[src/rtl/kpq_pkg.sv]
// Package for the keyed pair quicksort block: sizes, pair and range types,
// and the memory request structs passed between the controller and the top.
// No dependencies.
package kpq_pkg;

  localparam int MAX_PAIRS = 64;
  localparam int IDX_W     = $clog2(MAX_PAIRS);
  localparam int CNT_W     = $clog2(MAX_PAIRS + 1);
  localparam int DATA_W    = 16;

  typedef struct packed {
    logic [DATA_W-1:0] key;
    logic [DATA_W-1:0] payload;
  } pair_t;

  typedef struct packed {
    logic [IDX_W-1:0] lo;
    logic [IDX_W-1:0] hi;
  } range_t;

  localparam int PAIR_W  = $bits(pair_t);
  localparam int RANGE_W = $bits(range_t);

  typedef struct packed {
    logic             ren;
    logic [IDX_W-1:0] raddr;
    logic             we;
    logic [IDX_W-1:0] waddr;
    pair_t            wdata;
  } pair_req_t;

  typedef struct packed {
    logic             ren;
    logic [IDX_W-1:0] raddr;
    logic             we;
    logic [IDX_W-1:0] waddr;
    range_t           wdata;
  } stack_req_t;

  typedef struct packed {
    logic [CNT_W-1:0] depth;
    logic [CNT_W-1:0] count;
  } kpq_status_t;

endpackage

[src/rtl/kpq_ram.sv]
// Generic single-write, single-read memory with registered read data.
// Read returns old data on a same-address write. No dependencies.
module kpq_ram #(
  parameter int WIDTH = 32,
  parameter int DEPTH = 64
) (
  input  logic                     clk,
  input  logic                     we,
  input  logic [$clog2(DEPTH)-1:0] waddr,
  input  logic [WIDTH-1:0]         wdata,
  input  logic                     ren,
  input  logic [$clog2(DEPTH)-1:0] raddr,
  output logic [WIDTH-1:0]         rdata
);

  logic [WIDTH-1:0] mem [DEPTH];

  always_ff @(posedge clk) begin
    if (we) begin
      mem[waddr] <= wdata;
    end
    if (ren) begin
      rdata <= mem[raddr];
    end
  end

endmodule

[src/rtl/kpq_ctrl.sv]
// Sequencer of the keyed pair quicksort: load, Lomuto partition with one
// shared key comparator, range stack handling and ordered emission.
// Depends on kpq_pkg; drives the pair memory and range stack ports.
module kpq_ctrl (
  input  logic                       clk,
  input  logic                       rst,
  input  logic                       in_valid,
  output logic                       in_stall,
  input  logic [kpq_pkg::DATA_W-1:0] key,
  input  logic [kpq_pkg::DATA_W-1:0] payload,
  input  logic                       batch_end,
  output logic                       out_valid,
  input  logic                       out_stall,
  output logic [kpq_pkg::DATA_W-1:0] sorted_key,
  output logic [kpq_pkg::DATA_W-1:0] sorted_payload,
  output logic                       final_pair,
  output logic                       overflowed,
  output kpq_pkg::pair_req_t         pair_req,
  input  kpq_pkg::pair_t             pair_rd,
  output kpq_pkg::stack_req_t        stack_req,
  input  kpq_pkg::range_t            stack_rd,
  output kpq_pkg::kpq_status_t       status
);
  import kpq_pkg::*;

  typedef enum logic [12:0] {
    S_LOAD    = 13'b0000000000001,
    S_POP     = 13'b0000000000010,
    S_POP_W   = 13'b0000000000100,
    S_PIV     = 13'b0000000001000,
    S_SCAN    = 13'b0000000010000,
    S_CMP     = 13'b0000000100000,
    S_FIN_RD  = 13'b0000001000000,
    S_SWP_WA  = 13'b0000010000000,
    S_SWP_WB  = 13'b0000100000000,
    S_PUSH_L  = 13'b0001000000000,
    S_PUSH_H  = 13'b0010000000000,
    S_EMIT_RD = 13'b0100000000000,
    S_EMIT_LD = 13'b1000000000000
  } state_t;

  state_t            state;
  logic [CNT_W-1:0]  count;
  logic              ovf;
  logic [CNT_W-1:0]  depth;
  logic [IDX_W-1:0]  lo;
  logic [IDX_W-1:0]  hi;
  logic [IDX_W-1:0]  slot;
  logic [IDX_W-1:0]  j;
  logic [IDX_W-1:0]  k;
  logic [IDX_W-1:0]  a_idx;
  logic [IDX_W-1:0]  b_idx;
  logic              fin;
  logic [DATA_W-1:0] pivot;
  pair_t             hold;

  logic              accept;
  logic              room;
  logic [CNT_W-1:0]  count_next;
  logic [CNT_W-1:0]  depth_dec;
  logic              out_free;
  logic              emit_go;
  logic              key_less;
  logic              push_lo_ok;
  logic              push_hi_ok;
  logic              emit_last;

  assign in_stall   = (state != S_LOAD);
  assign accept     = in_valid && !in_stall;
  assign room       = (count < CNT_W'(MAX_PAIRS));
  assign count_next = count + CNT_W'(room);
  assign depth_dec  = depth - 1'b1;
  assign out_free   = !out_valid || !out_stall;
  assign emit_go    = (state == S_EMIT_LD) && out_free;
  assign key_less   = (pair_rd.key < pivot);
  assign push_lo_ok = ({1'b0, slot} > ({1'b0, lo} + 1'b1)) && (depth < CNT_W'(MAX_PAIRS));
  assign push_hi_ok = (({1'b0, slot} + 1'b1) < {1'b0, hi}) && (depth < CNT_W'(MAX_PAIRS));
  assign emit_last  = ((CNT_W'(k) + 1'b1) == count);

  assign status.depth = depth;
  assign status.count = count;

  always_comb begin
    pair_req  = '0;
    stack_req = '0;
    case (state)
      S_LOAD: begin
        pair_req.we          = accept && room;
        pair_req.waddr       = count[IDX_W-1:0];
        pair_req.wdata.key     = key;
        pair_req.wdata.payload = payload;
        stack_req.we         = accept && batch_end && (count_next >= CNT_W'(2));
        stack_req.waddr      = '0;
        stack_req.wdata.lo   = '0;
        stack_req.wdata.hi   = IDX_W'(count_next - 1'b1);
      end
      S_POP: begin
        stack_req.ren   = (depth != '0);
        stack_req.raddr = depth_dec[IDX_W-1:0];
      end
      S_POP_W: begin
        pair_req.ren   = 1'b1;
        pair_req.raddr = stack_rd.hi;
      end
      S_SCAN: begin
        pair_req.ren   = 1'b1;
        pair_req.raddr = (j == hi) ? slot : j;
      end
      S_CMP: begin
        pair_req.ren   = key_less;
        pair_req.raddr = slot;
      end
      S_FIN_RD: begin
        pair_req.ren   = 1'b1;
        pair_req.raddr = hi;
      end
      S_SWP_WA: begin
        pair_req.we    = 1'b1;
        pair_req.waddr = a_idx;
        pair_req.wdata = pair_rd;
      end
      S_SWP_WB: begin
        pair_req.we    = 1'b1;
        pair_req.waddr = b_idx;
        pair_req.wdata = hold;
      end
      S_PUSH_L: begin
        stack_req.we       = push_lo_ok;
        stack_req.waddr    = depth[IDX_W-1:0];
        stack_req.wdata.lo = lo;
        stack_req.wdata.hi = slot - 1'b1;
      end
      S_PUSH_H: begin
        stack_req.we       = push_hi_ok;
        stack_req.waddr    = depth[IDX_W-1:0];
        stack_req.wdata.lo = slot + 1'b1;
        stack_req.wdata.hi = hi;
      end
      S_EMIT_RD: begin
        pair_req.ren   = 1'b1;
        pair_req.raddr = k;
      end
      default: begin
      end
    endcase
  end

  always_ff @(posedge clk) begin
    if (rst) begin
      state     <= S_LOAD;
      count     <= '0;
      ovf       <= 1'b0;
      depth     <= '0;
      out_valid <= 1'b0;
    end else begin
      if (emit_go) begin
        out_valid <= 1'b1;
      end else if (!out_stall) begin
        out_valid <= 1'b0;
      end
      case (state)
        S_LOAD: begin
          if (accept) begin
            count <= count_next;
            if (!room) begin
              ovf <= 1'b1;
            end
            if (batch_end) begin
              k <= '0;
              if (count_next < CNT_W'(2)) begin
                state <= S_EMIT_RD;
              end else begin
                depth <= CNT_W'(1);
                state <= S_POP;
              end
            end
          end
        end
        S_POP: begin
          if (depth == '0) begin
            state <= S_EMIT_RD;
          end else begin
            depth <= depth_dec;
            state <= S_POP_W;
          end
        end
        S_POP_W: begin
          lo    <= stack_rd.lo;
          hi    <= stack_rd.hi;
          state <= S_PIV;
        end
        S_PIV: begin
          pivot <= pair_rd.key;
          slot  <= lo;
          j     <= lo;
          state <= S_SCAN;
        end
        S_SCAN: begin
          if (j == hi) begin
            a_idx <= slot;
            b_idx <= hi;
            fin   <= 1'b1;
            state <= S_FIN_RD;
          end else begin
            state <= S_CMP;
          end
        end
        S_CMP: begin
          if (key_less) begin
            hold  <= pair_rd;
            a_idx <= j;
            b_idx <= slot;
            fin   <= 1'b0;
            state <= S_SWP_WA;
          end else begin
            j     <= j + 1'b1;
            state <= S_SCAN;
          end
        end
        S_FIN_RD: begin
          hold  <= pair_rd;
          state <= S_SWP_WA;
        end
        S_SWP_WA: begin
          state <= S_SWP_WB;
        end
        S_SWP_WB: begin
          if (fin) begin
            state <= S_PUSH_L;
          end else begin
            slot  <= slot + 1'b1;
            j     <= j + 1'b1;
            state <= S_SCAN;
          end
        end
        S_PUSH_L: begin
          if (push_lo_ok) begin
            depth <= depth + 1'b1;
          end
          state <= S_PUSH_H;
        end
        S_PUSH_H: begin
          if (push_hi_ok) begin
            depth <= depth + 1'b1;
          end
          state <= S_POP;
        end
        S_EMIT_RD: begin
          state <= S_EMIT_LD;
        end
        S_EMIT_LD: begin
          if (out_free) begin
            sorted_key     <= pair_rd.key;
            sorted_payload <= pair_rd.payload;
            final_pair     <= emit_last;
            overflowed     <= ovf;
            k              <= k + 1'b1;
            if (emit_last) begin
              count <= '0;
              ovf   <= 1'b0;
              state <= S_LOAD;
            end else begin
              state <= S_EMIT_RD;
            end
          end
        end
        default: begin
          state <= S_LOAD;
        end
      endcase
    end
  end

endmodule

[src/rtl/keyed_pair_quicksort.sv]
// Top level of the keyed pair quicksort: controller, pair memory, range stack.
// Depends on kpq_pkg, kpq_ram and kpq_ctrl.
//
//  channel | direction | handshake           | fields
//  in      | input     | in_valid / in_stall | key, payload, batch_end
//  out     | output    | out_valid/out_stall | sorted_key, sorted_payload,
//          |           |                     | final_pair, overflowed
//
// Pairs load one per cycle while in_stall is low. After the batch-end transfer,
// each range is popped, its pivot read, pairs below the pivot swapped and the
// sub-ranges pushed; compares and swaps share the single port pair of the pair
// memory. An empty stack ends sorting, then emission reads and loads each pair.
// rst is synchronous and clears control state; memories need no clearing.
// A stall on out holds the result register and, during emission, the sequencer.
module keyed_pair_quicksort (
  input  logic                       clk,
  input  logic                       rst,
  input  logic                       in_valid,
  output logic                       in_stall,
  input  logic [kpq_pkg::DATA_W-1:0] key,
  input  logic [kpq_pkg::DATA_W-1:0] payload,
  input  logic                       batch_end,
  output logic                       out_valid,
  input  logic                       out_stall,
  output logic [kpq_pkg::DATA_W-1:0] sorted_key,
  output logic [kpq_pkg::DATA_W-1:0] sorted_payload,
  output logic                       final_pair,
  output logic                       overflowed
);
  import kpq_pkg::*;

  pair_req_t   pair_req;
  pair_t       pair_rd;
  stack_req_t  stack_req;
  range_t      stack_rd;
  kpq_status_t status;

  kpq_ctrl u_ctrl (
    .clk           (clk),
    .rst           (rst),
    .in_valid      (in_valid),
    .in_stall      (in_stall),
    .key           (key),
    .payload       (payload),
    .batch_end     (batch_end),
    .out_valid     (out_valid),
    .out_stall     (out_stall),
    .sorted_key    (sorted_key),
    .sorted_payload(sorted_payload),
    .final_pair    (final_pair),
    .overflowed    (overflowed),
    .pair_req      (pair_req),
    .pair_rd       (pair_rd),
    .stack_req     (stack_req),
    .stack_rd      (stack_rd),
    .status        (status)
  );

  kpq_ram #(
    .WIDTH(PAIR_W),
    .DEPTH(MAX_PAIRS)
  ) u_pair_ram (
    .clk  (clk),
    .we   (pair_req.we),
    .waddr(pair_req.waddr),
    .wdata(pair_req.wdata),
    .ren  (pair_req.ren),
    .raddr(pair_req.raddr),
    .rdata(pair_rd)
  );

  kpq_ram #(
    .WIDTH(RANGE_W),
    .DEPTH(MAX_PAIRS)
  ) u_stack_ram (
    .clk  (clk),
    .we   (stack_req.we),
    .waddr(stack_req.waddr),
    .wdata(stack_req.wdata),
    .ren  (stack_req.ren),
    .raddr(stack_req.raddr),
    .rdata(stack_rd)
  );

  // busy right after a batch-end transfer
  a_busy_after_end: assert property (@(posedge clk) disable iff (rst)
    (in_valid && !in_stall && batch_end) |=> in_stall)
    else $error("input taken right after batch end");

  // pending ranges are disjoint and at least two long
  a_depth_bound: assert property (@(posedge clk) disable iff (rst)
    status.depth <= CNT_W'(MAX_PAIRS / 2))
    else $error("range stack deeper than half the store");

  a_count_bound: assert property (@(posedge clk) disable iff (rst)
    status.count <= CNT_W'(MAX_PAIRS))
    else $error("pair count beyond capacity");

  // stack is empty whenever a batch is being loaded
  a_stack_idle: assert property (@(posedge clk) disable iff (rst)
    !in_stall |-> (status.depth == '0))
    else $error("ranges pending while loading");

endmodule

[config.mk]
export PLATFORM = sky130hd
export DESIGN_NAME = keyed_pair_quicksort
export DESIGN_NICKNAME = d
export VERILOG_FILES = /design/src/rtl/kpq_pkg.sv /design/src/rtl/kpq_ram.sv /design/src/rtl/kpq_ctrl.sv /design/src/rtl/keyed_pair_quicksort.sv
export SDC_FILE = /design/constraint.sdc
export NUM_CORES = 2
export LEC_CHECK = 0
export BUFFER_PORTS_ARGS = -buffer_cell sky130_fd_sc_hd__clkbuf_2
export CORE_MARGIN = 8
export CORE_UTILIZATION = 32
export CTS_CLUSTER_DIAMETER = 150
export DETAILED_ROUTE_END_ITERATION = 6
export SLEW_MARGIN = 5
export SYNTH_ARGS = -nofsm -noshare
export SYNTH_HDL_FRONTEND = slang
export SYNTH_SLANG_ARGS = --single-unit
[constraint.sdc]
create_clock -name clk -period 5.4 [get_ports clk]
set_input_delay 0.81 -clock clk [delete_from_list [all_inputs] [get_ports clk]]
set_output_delay 0.81 -clock clk [all_outputs]
set_load 0.05 [all_outputs]
==> run_results.csv <==
group,metric,value,unit
timing,setup_violations,0,
global_routing,first_global_vias,74700,
timing,final-hold-violation-count,0,
synth,synth_simple_gate_area_frac,0.101,
timing,worstMarginPinSlew,1290,ps
synth,synthMostInstantiatedCell,"edfxtp_1",
power_and_ir_drop,p_per_area,352,mW/mm²
floorplan,ioPinCount,73,
synth,syn_area,0.120,mm²
synth,synth_common_cells,"edfxtp_1 (2985), nand2_1 (1660), a21oi_1 (816)",
synth,ys_async_sr_fraction,0,
clocking,cts_tree,"yes",
synth,yosysTopAreaCell,"edfxtp_1",
synth,syn_nets,8616,
floorplan,dieWidth,627,µm
global_routing,grt_use_total,0.188,
setup_path,worst-setup-path-type,"flop to flop",
final_layout,fin_nets,8954,
routing,wl_met2,177000,µm
global_routing,overflow,0,
synth,synth_edf_count,2985,
clocking,post_cts_buffers,0,
synth,synth_top_family_by_area,"simple AND/OR/NAND/NOR gates",
setup_path,reg2reg_depth,13,
final_layout,area_growth,17.1,%
run,maxCapViolCount,0,
final_layout,drive_gt1_frac,0.137,
synth,yosysTopAreaCellShare,0.750,
routing,drt_iter0_drc,11800,
routing,dr.pass1.iters,7,
status,violations,"DRC",
timing,worst_clock_skew,71.2,ps
clocking,clockBufferDepth,4,
synth,synth_ff_type,"edfxtp_1",
setup_path,critPathArrivalTime,5930,ps
synth,synth-compound-area-share,0.0851,
floorplan,core_area,0.372,mm²
setup_path,max_stage_delay,950,ps
final_layout,fin_area,0.140,mm²
timing,hold-worst-slack,406,ps
clocking,cts_root_buf,"clkbuf_16",
global_routing,antenna_found_initial,33,
clocking,htree_levels,5,
setup_path,crit_path_end_kind,"flop",
clocking,clk_pin_slew,60,ps
floorplan,rows,224,
floorplan,dieArea,0.394,mm²
setup_path,cpMostUsedCell,"buf_12",
min_path,whs_path_depth,3,
clocking,cts_hold_buf,0,
routing,post_drt_via_cell_ratio,5.51,
routing,wire_per_inst,27.3,µm
setup_path,cp_slowest_cell,"nor4_1",
floorplan,initial_core_util,0.321,
timing,fin_crit_sh,0.982,
routing,drcViolationCount,12,
timing,max_freq,0.189,GHz
synth,muxShareOfSynthArea,0.0322,
synth,ys_types,82,
placement,numPortBuffers,72,
setup_path,path_cells,"or4_4 -> nor3_2 -> and3_1 -> o21ai_4 -> nand2_8 -> buf_12 -> buf_12 -> mux2i_1 -> o2111ai_1 -> nor4_1 -> o22ai_1 -> buf_4 -> or3_1",
synth,synth_area_leaders,"edfxtp_1 (75%), nand2_1 (5.2%), a21oi_1 (3.4%)",
min_path,worstHoldPathType,"input port to flop",
routing,wl_met3,40000,µm
routing,wirelength,385000,µm
synth,ys_warn_count,0,
routing,met1_length,147000,µm
power_and_ir_drop,max-vdd-ir-drop,0.289,mV
synth,synth_seq_area_share,0.754,
status,status,"finished with violations",
clocking,worstSkewPairLatency,900,ps
routing,antenna_left,0,
timing,rsz0062_at_grt,"false",
placement,dpl_cell_area,0.130,mm²
routing,vias,77800,
setup_path,required,6030,ps
timing,slew_viol_final,0,
floorplan,die_h,627,µm
setup_path,crit_fanout,42,
synth,synth_xor_area_frac,0.00344,
placement,dp_hpwl,226000,µm
global_routing,grt_max_degree,138,
synth,avgSynthCellArea,14.0,µm²
timing,period_minus_slack,5300,ps
global_routing,grt_pass1_wl,544000,µm
synth,ys_ff_latch,3014,
placement,finalWeightedCongestion,0.904,
timing,finalSetupTns,0,ps
clocking,postCtsResizedCells,0,
clocking,cts.sinks,3014,
synth,synth_fa_ha_area_frac,0.00377,
synth,syn_inst,8543,
setup_path,critPathLaunchType,"flop",
power_and_ir_drop,totalPowerFinal,49.2,mW
clocking,cts_buffers,302,
routing,dr.max_layer_used,"met5",
timing,maxSlewHeadroom,0.140,
power_and_ir_drop,leakagePower,45.6,nW
[power breakdown]
part | leakage, nW | total [mW] | switching, mW | internal [mW]
sequential | 27.6 | 26.1 | 0.0367 | 26.1
combinational | 13.3 | 1.80 | 1.42 | 0.381
clock | 4.79 | 21.3 | 9.00 | 12.3
[layout by cell type (no fill, tap or decap), types with 31 or more instances in the layout]
cell / instances
a21oi_1: 812
a222oi_1: 34
a22oi_1: 31
a31oi_1: 42
and3_1: 48
buf_12: 105
buf_4: 389
bufinv_16: 35
clkbuf_1: 53
clkbuf_16: 310
clkbuf_2: 72
clkinv_1: 59
clkinv_2: 45
edfxtp_1: 2985
ha_1: 36
inv_1: 35
inv_2: 32
mux2_2: 43
mux2i_1: 318
nand2_1: 1659
nand3_1: 283
nand4_1: 34
nor2_1: 262
nor2_4: 67
nor3_1: 68
nor4_1: 144
o211ai_1: 46
o21ai_0: 271
o22ai_1: 200
or3_1: 53
[cells by family (layout without fill, tap and decap cells)]
group / after synthesis / after routing
mux: 369 / 369
xor+xnor: 47 / 47
buf+inv: 600 / 1176
simple gates: 2768 / 2768
flops: 3014 / 3014
compound gates: 1709 / 1709
other cells: 0 / 26
fa+ha+maj: 36 / 36
[per-stage QoR]
step	util	cells	worst slack, ps
global placement	0.349	13500	111
CTS	0.376	14100	50.1
global route	0.376	14100	4.57
detailed placement	0.349	13500	39.1
floorplan	-	8543	563
finish	0.376	14100	98.7
[layout make-up]
cell class | count | area [µm²]
clock inverters | 175 | 1860
well taps | 4972 | 6220
inverters | 68 | 255
flip-flops and latches | 3014 | 90200
clock buffers | 367 | 8010
repair buffers | 566 | 5380
multi-input cells | 4929 | 28000
fillers | 34700 | 232000
diodes | 26 | 65.1
[worst max-delay path, delay by kind of cell, from the launching register on]
kind | cells | cell delay (ps)
AND/OR/NAND/NOR | 6 | 2990
flip-flops | 1 | 360
multiplexers | 1 | 250
AO/OA/AOI/OAI | 3 | 540
buffers and inverters | 3 | 840
[final timing paths]
check / startpoint / end / slack (ps)
max: u_ctrl.state[0] / u_pair_ram.rdata[15] / 100
max reg2reg: u_ctrl.state[0] / u_pair_ram.rdata[15] / 100
min: in_valid / u_ctrl.count[2] / 410
min reg2reg: u_stack_ram.rdata[11] / u_ctrl.lo[5] / 420
[per-layer routing]
layer | global-route usage | vias up
met5 | 0 | -
met4 | 0.0900 | 14
met3 | 0.0396 | 895
met2 | 0.299 | 4518
met1 | 0.245 | 39300
li1 | - | 33100
[sequential cells by signal, indices dropped and copies added, names as in the netlist, 6 cells and up]
signal and flops:
u_ctrl.hold 32, u_ctrl.lo 6, u_ctrl.sorted_payload 16, u_ctrl.slot 6
u_ctrl.a_idx 6, u_stack_ram.mem 768, u_ctrl.state 13, u_ctrl.k 6
u_ctrl.count 7, u_stack_ram.rdata 12, u_ctrl.j 6, u_ctrl.b_idx 6
u_pair_ram.mem 2048, u_ctrl.sorted_key 16, u_ctrl.hi 6, u_pair_ram.rdata 32
u_ctrl.pivot 16, u_ctrl.depth 7
Power figures use the tool's default switching activity.
